$ cat config.mk
export PLATFORM = sky130hd
export DESIGN_NAME = rw_lock_request_queue_unit
export DESIGN_NICKNAME = d
export VERILOG_FILES = /design/src/hw/rtl/rwlq_pkg.sv /design/src/hw/rtl/rw_lock_request_queue_unit.sv /design/src/hw/rtl/rwlq_ram.sv /design/src/hw/rtl/rwlq_datapath.sv /design/src/hw/rtl/rwlq_ctrl.sv
export SDC_FILE = /design/constraint.sdc
export NUM_CORES = 2
export LEC_CHECK = 0
export CAP_MARGIN = 20
export CORE_UTILIZATION = 32
export DETAILED_ROUTE_END_ITERATION = 8
export DONT_BUFFER_PORTS = 1
export SLEW_MARGIN = 40
export SYNTH_ARGS = -nofsm -noshare
export SYNTH_HDL_FRONTEND = slang
export SYNTH_SLANG_ARGS = --single-unit
$ cat constraint.sdc
create_clock -name clk -period 7 [get_ports clk]
set_clock_uncertainty 0.1 [all_clocks]
set_input_delay 1.4 -clock clk [delete_from_list [all_inputs] [get_ports clk]]
set_output_delay 1.4 -clock clk [all_outputs]
set_load 0.005 [all_outputs]
$ cat src/hw/rtl/rwlq_pkg.sv
// Shared constants, codes and control/status types for the reader/writer lock queue.
package rwlq_pkg;

  // Default sizing
  localparam int QUEUE_DEPTH_DEF = 64;
  localparam int MAX_GROUP_DEF   = 16;
  localparam int HANDLE_BITS_DEF = 32;

  // Fixed port widths
  localparam int PORT_HANDLE_W = 32;
  localparam int PORT_RANK_W   = 16;
  localparam int PORT_SIZE_W   = 5;
  localparam int PORT_STATUS_W = 3;

  // Request kinds
  localparam logic KIND_ACQUIRE = 1'b0;
  localparam logic KIND_RELEASE = 1'b1;

  // Result status codes
  localparam logic [PORT_STATUS_W-1:0] STAT_GRANTED = 3'd0;
  localparam logic [PORT_STATUS_W-1:0] STAT_QUEUED  = 3'd1;
  localparam logic [PORT_STATUS_W-1:0] STAT_FULL    = 3'd2;
  localparam logic [PORT_STATUS_W-1:0] STAT_MEMBER  = 3'd3;
  localparam logic [PORT_STATUS_W-1:0] STAT_EMPTY   = 3'd4;

  // Controller to datapath commands
  typedef struct packed {
    logic do_acquire;        // handle an acquire transaction
    logic do_release_empty;  // release with nothing queued
    logic emit_first;        // grant first member of head group
    logic emit_next;         // grant a following member
  } rwlq_cmd_t;

  // Datapath to controller status
  typedef struct packed {
    logic out_free;          // result register can take a new result
    logic queue_empty;       // no queued entries
    logic first_is_last;     // head group has one member
    logic next_is_last;      // one member still to grant
  } rwlq_sts_t;

endpackage

$ cat src/hw/rtl/rw_lock_request_queue_unit.sv
// Top level of the reader/writer lock request queue.
// Lock request queue for one data block. An acquire transaction is granted at
// once when the lock is free, otherwise it is queued in a ring of QUEUE_DEPTH
// entries (rejected when full); shared requests join the open shared tail
// group up to MAX_GROUP members. A release transaction frees the lock when
// nothing is queued, otherwise it grants the whole head group, one result per
// member with group size and a last mark. An acquire, or a release on an
// empty queue, gives one result. A release that grants a group reads the
// entry memory once per member; the read is registered, so after each head
// pointer move the controller waits in S_WAIT for the new head entry.
// Results leave through an output register, and the next transaction is
// taken once the final result of the previous one can be taken. Entry
// memories need no clearing after reset; only entries between head and
// tail are ever read.
module rw_lock_request_queue_unit
  import rwlq_pkg::*;
#(
  parameter int QUEUE_DEPTH = QUEUE_DEPTH_DEF,
  parameter int MAX_GROUP   = MAX_GROUP_DEF,
  parameter int HANDLE_BITS = HANDLE_BITS_DEF
) (
  input  logic                     clk,
  input  logic                     rst,
  input  logic                     in_valid,
  output logic                     in_ready,
  input  logic                     kind,
  input  logic [PORT_HANDLE_W-1:0] data_handle,
  input  logic [PORT_RANK_W-1:0]   requester_rank,
  input  logic                     shared_request,
  output logic                     out_valid,
  input  logic                     out_ready,
  output logic [PORT_STATUS_W-1:0] status,
  output logic [PORT_HANDLE_W-1:0] granted_handle,
  output logic [PORT_RANK_W-1:0]   granted_rank,
  output logic [PORT_SIZE_W-1:0]   group_size,
  output logic                     last_of_run
);

  rwlq_cmd_t cmd;
  rwlq_sts_t sts;

  // Sequencing
  rwlq_ctrl u_ctrl (
    .clk      (clk),
    .rst      (rst),
    .in_valid (in_valid),
    .in_ready (in_ready),
    .kind     (kind),
    .sts      (sts),
    .cmd      (cmd)
  );

  // Queue storage and result register
  rwlq_datapath #(
    .QUEUE_DEPTH (QUEUE_DEPTH),
    .MAX_GROUP   (MAX_GROUP),
    .HANDLE_BITS (HANDLE_BITS)
  ) u_datapath (
    .clk            (clk),
    .rst            (rst),
    .cmd            (cmd),
    .sts            (sts),
    .data_handle    (data_handle),
    .requester_rank (requester_rank),
    .shared_request (shared_request),
    .out_valid      (out_valid),
    .out_ready      (out_ready),
    .status         (status),
    .granted_handle (granted_handle),
    .granted_rank   (granted_rank),
    .group_size     (group_size),
    .last_of_run    (last_of_run)
  );

endmodule

$ cat src/hw/rtl/rwlq_ram.sv
// Generic single-write, single-read RAM with registered read data.
module rwlq_ram #(
  parameter int WIDTH = 8,
  parameter int DEPTH = 16
) (
  input  logic                     clk,
  input  logic                     wr_en,
  input  logic [$clog2(DEPTH)-1:0] wr_addr,
  input  logic [WIDTH-1:0]         wr_data,
  input  logic [$clog2(DEPTH)-1:0] rd_addr,
  output logic [WIDTH-1:0]         rd_data
);

  logic [WIDTH-1:0] mem [DEPTH];

  // Write port
  always_ff @(posedge clk) begin
    if (wr_en) begin
      mem[wr_addr] <= wr_data;
    end
  end

  // Registered read port
  always_ff @(posedge clk) begin
    rd_data <= mem[rd_addr];
  end

endmodule

$ cat src/hw/rtl/rwlq_datapath.sv
// Queue datapath: ring pointers, lock and group state, entry memories, result register.
module rwlq_datapath
  import rwlq_pkg::*;
#(
  parameter int QUEUE_DEPTH = QUEUE_DEPTH_DEF,
  parameter int MAX_GROUP   = MAX_GROUP_DEF,
  parameter int HANDLE_BITS = HANDLE_BITS_DEF
) (
  input  logic                     clk,
  input  logic                     rst,
  input  rwlq_cmd_t                cmd,
  output rwlq_sts_t                sts,
  input  logic [PORT_HANDLE_W-1:0] data_handle,
  input  logic [PORT_RANK_W-1:0]   requester_rank,
  input  logic                     shared_request,
  output logic                     out_valid,
  input  logic                     out_ready,
  output logic [PORT_STATUS_W-1:0] status,
  output logic [PORT_HANDLE_W-1:0] granted_handle,
  output logic [PORT_RANK_W-1:0]   granted_rank,
  output logic [PORT_SIZE_W-1:0]   group_size,
  output logic                     last_of_run
);

  localparam int IW = $clog2(QUEUE_DEPTH);
  localparam int CW = $clog2(QUEUE_DEPTH + 1);
  localparam int MW = $clog2(MAX_GROUP + 1);
  localparam int EW = HANDLE_BITS + PORT_RANK_W;

  // Control state
  logic          lock_held;
  logic [IW-1:0] head;
  logic [IW-1:0] tail;
  logic [CW-1:0] count;
  logic          tail_open;
  logic [MW-1:0] tail_members;
  logic [IW-1:0] grp_start;
  logic [MW-1:0] remain;
  logic [MW-1:0] size_reg;

  // Memory ports
  logic          entry_we;
  logic [EW-1:0] entry_wdata;
  logic [EW-1:0] entry_rd;
  logic          len_we;
  logic [IW-1:0] len_waddr;
  logic [MW-1:0] len_wdata;
  logic [MW-1:0] len_rd;

  logic full;
  logic join_grp;
  logic load_out;

  function automatic logic [IW-1:0] ring_next(input logic [IW-1:0] idx);
    ring_next = (idx == IW'(QUEUE_DEPTH - 1)) ? '0 : idx + 1'b1;
  endfunction

  // Enqueue decision
  assign full     = (count == CW'(QUEUE_DEPTH));
  assign join_grp = shared_request && tail_open && (count != '0) &&
                    (tail_members < MW'(MAX_GROUP));

  assign entry_we    = cmd.do_acquire && lock_held && !full;
  assign entry_wdata = {HANDLE_BITS'(data_handle), requester_rank};
  assign len_we      = entry_we;
  assign len_waddr   = join_grp ? grp_start : tail;
  assign len_wdata   = join_grp ? tail_members + 1'b1 : MW'(1);

  // Status to controller
  assign sts.out_free      = !out_valid || out_ready;
  assign sts.queue_empty   = (count == '0);
  assign sts.first_is_last = (len_rd == MW'(1));
  assign sts.next_is_last  = (remain == MW'(1));

  assign load_out = cmd.do_acquire || cmd.do_release_empty ||
                    cmd.emit_first || cmd.emit_next;

  // Handle and rank per entry
  rwlq_ram #(
    .WIDTH (EW),
    .DEPTH (QUEUE_DEPTH)
  ) u_entry_ram (
    .clk     (clk),
    .wr_en   (entry_we),
    .wr_addr (tail),
    .wr_data (entry_wdata),
    .rd_addr (head),
    .rd_data (entry_rd)
  );

  // Group length kept at each group's start entry
  rwlq_ram #(
    .WIDTH (MW),
    .DEPTH (QUEUE_DEPTH)
  ) u_len_ram (
    .clk     (clk),
    .wr_en   (len_we),
    .wr_addr (len_waddr),
    .wr_data (len_wdata),
    .rd_addr (head),
    .rd_data (len_rd)
  );

  // Lock, ring and group bookkeeping
  always_ff @(posedge clk) begin
    if (rst) begin
      lock_held    <= 1'b0;
      head         <= '0;
      tail         <= '0;
      count        <= '0;
      tail_open    <= 1'b0;
      tail_members <= '0;
      grp_start    <= '0;
      remain       <= '0;
      size_reg     <= '0;
    end else begin
      if (cmd.do_acquire) begin
        if (!lock_held) begin
          lock_held <= 1'b1;
        end else if (!full) begin
          tail  <= ring_next(tail);
          count <= count + 1'b1;
          if (join_grp) begin
            tail_members <= tail_members + 1'b1;
          end else begin
            grp_start    <= tail;
            tail_open    <= shared_request;
            tail_members <= MW'(1);
          end
        end
      end
      if (cmd.do_release_empty) begin
        lock_held    <= 1'b0;
        tail_open    <= 1'b0;
        tail_members <= '0;
      end
      if (cmd.emit_first || cmd.emit_next) begin
        head  <= ring_next(head);
        count <= count - 1'b1;
        if (count == CW'(1)) begin
          tail_open    <= 1'b0;
          tail_members <= '0;
        end
      end
      if (cmd.emit_first) begin
        size_reg <= len_rd;
        remain   <= len_rd - 1'b1;
      end
      if (cmd.emit_next) begin
        remain <= remain - 1'b1;
      end
    end
  end

  // Result valid
  always_ff @(posedge clk) begin
    if (rst) begin
      out_valid <= 1'b0;
    end else if (load_out) begin
      out_valid <= 1'b1;
    end else if (out_ready) begin
      out_valid <= 1'b0;
    end
  end

  // Result payload
  always_ff @(posedge clk) begin
    if (load_out) begin
      if (cmd.emit_first || cmd.emit_next) begin
        status         <= STAT_MEMBER;
        granted_handle <= PORT_HANDLE_W'(entry_rd[EW-1:PORT_RANK_W]);
        granted_rank   <= entry_rd[PORT_RANK_W-1:0];
        if (cmd.emit_first) begin
          group_size  <= PORT_SIZE_W'(len_rd);
          last_of_run <= sts.first_is_last;
        end else begin
          group_size  <= PORT_SIZE_W'(size_reg);
          last_of_run <= sts.next_is_last;
        end
      end else begin
        granted_handle <= '0;
        granted_rank   <= '0;
        group_size     <= '0;
        last_of_run    <= 1'b1;
        if (cmd.do_acquire) begin
          if (!lock_held) begin
            status <= STAT_GRANTED;
          end else if (full) begin
            status <= STAT_FULL;
          end else begin
            status <= STAT_QUEUED;
          end
        end else begin
          status <= STAT_EMPTY;
        end
      end
    end
  end

`ifndef NO_ASSERTIONS
  a_count_bound: assert property (@(posedge clk) disable iff (rst)
    int'(count) <= QUEUE_DEPTH)
    else $error("queue count beyond depth");

  a_members_bound: assert property (@(posedge clk) disable iff (rst)
    int'(tail_members) <= MAX_GROUP)
    else $error("tail group beyond max group");

  a_ring_empty: assert property (@(posedge clk) disable iff (rst)
    (count == '0) |-> (head == tail))
    else $error("empty queue with head and tail apart");

  a_head_len: assert property (@(posedge clk) disable iff (rst)
    cmd.emit_first |-> (len_rd != '0) && (int'(len_rd) <= int'(count)) &&
                       (int'(len_rd) <= MAX_GROUP))
    else $error("head group length inconsistent");

  a_drain_count: assert property (@(posedge clk) disable iff (rst)
    (cmd.emit_first || cmd.emit_next) |-> (count != '0))
    else $error("grant from empty queue");
`endif

endmodule

$ cat src/hw/rtl/rwlq_ctrl.sv
// Controller state machine: input handshake and sequencing of group grants.
module rwlq_ctrl
  import rwlq_pkg::*;
(
  input  logic      clk,
  input  logic      rst,
  input  logic      in_valid,
  output logic      in_ready,
  input  logic      kind,
  input  rwlq_sts_t sts,
  output rwlq_cmd_t cmd
);

  typedef enum logic [1:0] {
    S_IDLE,
    S_FIRST,
    S_WAIT,
    S_MEMBER
  } state_t;

  state_t state;
  state_t state_next;

  // Next state and commands
  always_comb begin
    cmd        = '0;
    state_next = state;
    in_ready   = (state == S_IDLE) && sts.out_free;
    case (state)
      S_IDLE: begin
        if (in_valid && in_ready) begin
          if (kind == KIND_ACQUIRE) begin
            cmd.do_acquire = 1'b1;
          end else if (sts.queue_empty) begin
            cmd.do_release_empty = 1'b1;
          end else begin
            state_next = S_FIRST;
          end
        end
      end
      S_FIRST: begin
        if (sts.out_free) begin
          cmd.emit_first = 1'b1;
          state_next     = sts.first_is_last ? S_IDLE : S_WAIT;
        end
      end
      // head moved: wait for the registered memory read of the new head
      S_WAIT: begin
        state_next = S_MEMBER;
      end
      S_MEMBER: begin
        if (sts.out_free) begin
          cmd.emit_next = 1'b1;
          state_next    = sts.next_is_last ? S_IDLE : S_WAIT;
        end
      end
      default: begin
        state_next = S_IDLE;
      end
    endcase
  end

  // State register
  always_ff @(posedge clk) begin
    if (rst) begin
      state <= S_IDLE;
    end else begin
      state <= state_next;
    end
  end

endmodule

==> results.tsv <==
metric	value	unit
pin_count	113	
grt_pass1_wl	520000	um
cts_htree_levels	5	
cts_resized	0	
seq_area_frac_synth	77.9	%
hp-class	register to register	
clock_sinks	3547	
ys.flop_type	edfxtp_1	
rows	238	
finalSetupTns	0	ps
die_x	653	um
path_max_fanout	59	
slew_viol_final	0	
top_regs	u_datapath.u_entry_ram.mem (3072), u_datapath.u_len_ram.mem (320), u_datapath.u_entry_ram.rd_data (48)	
hold_start	u_datapath.tail_open	
antenna_found_initial	32	
power_switching_share	23.4	%
cts_setup_buffers	0	
port_buffers	0	
viasPerCell	5.32	
crit_type	register to register	
ys_warn_count	0	
status	complete, no violations	
power_frac_seq	50.8	%
avgSynthCellArea	21.4	um2
endpoint_kind	register	
cap_violations	0	
fmax	0.226	GHz
numCtsBuffers	363	
drt-initial-drc-count	7909	
drive_above_1_share	23.4	%
startpoint_type	register	
grt_max_degree	96	
initial_core_util	32.2	%
cts_tree	done	
drt_first_pass_iters	6	
nets	6599	
r2r_slack	2580	ps
power_frac_comb	9.0	%
syn_inst	6349	
power_leakage	45.8	nW
place_hpwl	223000	um
power-per-cell-area	306	mW/mm2
gr-total-overflow	0	
die_height	653	um
worstPathArrival	5110	ps
worst_ir_drop_vdd	0.316	mV
r2r_start	u_datapath.head[0]	
yosys.area.top_type_share	76.4	%
period_needed	4420	ps
setup_violations	0	
num_vias	66700	
crit_start	u_datapath.head[0]	
ant_nets	0	
routabilityCongestion	0.852	
synth-edff-count	3449	
gr-usage-all-layers	17.1	%
worstPathRequired	7690	ps
core-area	0.421	mm2
largest_reg_flops	3072	
finalHoldViolations	0	
synth.distinct_cells	67	
ys_seq_elements	3547	
rsz0062_at_grt	no	
insertion_delay	980	ps
cts.clk_slew.worst_paths	60	ps
routedWlPerCell	29.8	um
clockRootBuffer	clkbuf_16	
async_flop_share	0	%
pwr-share-clk	40.1	%
worst_slew_pin_slew	1020	ps
grt_pass1_vias	66700	
timing.final.crit_share	63.2	%
internal_power	0.0364	W
synth_area_leaders	edfxtp_1 (76%), mux4_2 (11%), mux2i_1 (3.3%)	
drt-total-wl	374000	um
route.detailed.drc	0	
yosysTopAreaCell	edfxtp_1	
cts_hold_buf	0	
top_register	u_datapath.u_entry_ram.mem	
cts_buffer_depth	4	
synth_area	0.136	mm2
timing.hold.ws	354	ps
die_area	0.426	mm2
p_switching	0.0111	W
max-slew-margin-rel	32.0	%
syn_to_final_growth	14.8	%
syn-num-nets	6413	
metrics by stage:
step	cells	worst slack (ps)	instance area (um2)	power, W	util (%)
floorplan	6349	1680	136000	0.0274	-
global placement	11800	1770	143000	0.0289	33.9
finish	12600	2580	156000	0.0476	36.9
CTS	12500	2540	155000	0.0479	36.9
global route	12500	2340	156000	0.0488	36.9
detailed placement	11800	1900	143000	0.0289	34.1
cell families (layout without fill, tap and decap cells):
| logic type | after synthesis | in the layout | synth area share, % |
|---|---|---|---|
| AOI/OAI and AO/OA | 642 | 642 | 3.30 |
| xor gates and xnor gates | 10 | 10 | 0.0646 |
| adders and majority gates | 10 | 10 | 0.0923 |
| buffers and inverters | 388 | 878 | 1.41 |
| DFF | 3547 | 3547 | 77.9 |
| muxes | 1200 | 1200 | 15.3 |
| other | 0 | 73 | 0 |
| and+or+nand+nor | 552 | 552 | 1.97 |
path summary, 6_finish.rpt:
| check | cells past startpoint | end |
|---|---|---|
| setup reg to reg | 7 | u_datapath.u_entry_ram.rd_data[32] |
| setup / recovery | 7 | u_datapath.u_entry_ram.rd_data[32] |
| hold reg to reg | 2 | u_datapath.tail_open |
| hold / removal | 2 | u_datapath.tail_open |
synth_stat cells (all sizes together) (62+ instances only):
master and instances:
dfxtp 98, nor2 198, buf 230, clkbuf 144, nand3 62, a22oi 89, edfxtp 3449, mux4 689
a21oi 140, o221ai 85, nand2 113, mux2i 454, a211oi 71, o22ai 98
power by group through the flow:
stage	clock, W	combinational (W)	sequential (W)
4_1_cts	0.0194	0.00432	0.0242
2_1_floorplan	0	0.00318	0.0242
3_3_place_gp	0	0.00423	0.0246
5_1_grt	0.0201	0.00454	0.0242
6_report	0.0191	0.00430	0.0242
3_5_place_dp	0	0.00430	0.0246
per-layer routing:
metal	vias up	share of wire [%]	global-route usage (%)
met5	-	0	0
met2	3120	48	27.9
met4	0	3.6	5.69
met3	508	8.9	3.63
met1	36000	39	22.6
li1	27100	-	-
cell type report:
cell class,instances,area [um2]
Inverter,14,55.1
Clock buffer,452,9530
Tap cell,5640,7060
Clock inverter,217,2160
Fill cell,38000,266000
Multi-Input combinational cell,2414,28800
Timing Repair Buffer,195,2190
Sequential cell,3547,106000
Antenna cell,73,183
critical path, stage by stage (launching register included):
cell and delay, ps:
dfxtp_4 910, buf_12 340, buf_16 420, buf_4 610, mux4_2 570, nor2b_1 140, a211oi_1 740, o221ai_1 220
cells in the final DEF, fill, tap and decap left out, drive strengths merged, types with 4 or more instances in the layout:
master and instances:
mux4 689, nand3b 8, a211o 32, or3 8
buf 195, or2 4, o221ai 85, o22a 12
a211oi 71, a2bb2oi 4, clkbuf 452, o21ai 39
nor2 198, xor2 5, a22o 13, clkinvlp 10
nor2b 54, dfxtp 98, and3 53, clkinv 167
and2 9, mux2i 454, nand2b 9, a22oi 89
nor3 11, bufinv 30, a31oi 9, nand2 113
nand4 5, mux2 57, a221oi 33, xnor2 5
edfxtp 3449, ha 10, diode 73, a21oi 140
inv 24, o22ai 98, nand3 62
Power figures use the tool's default switching activity.
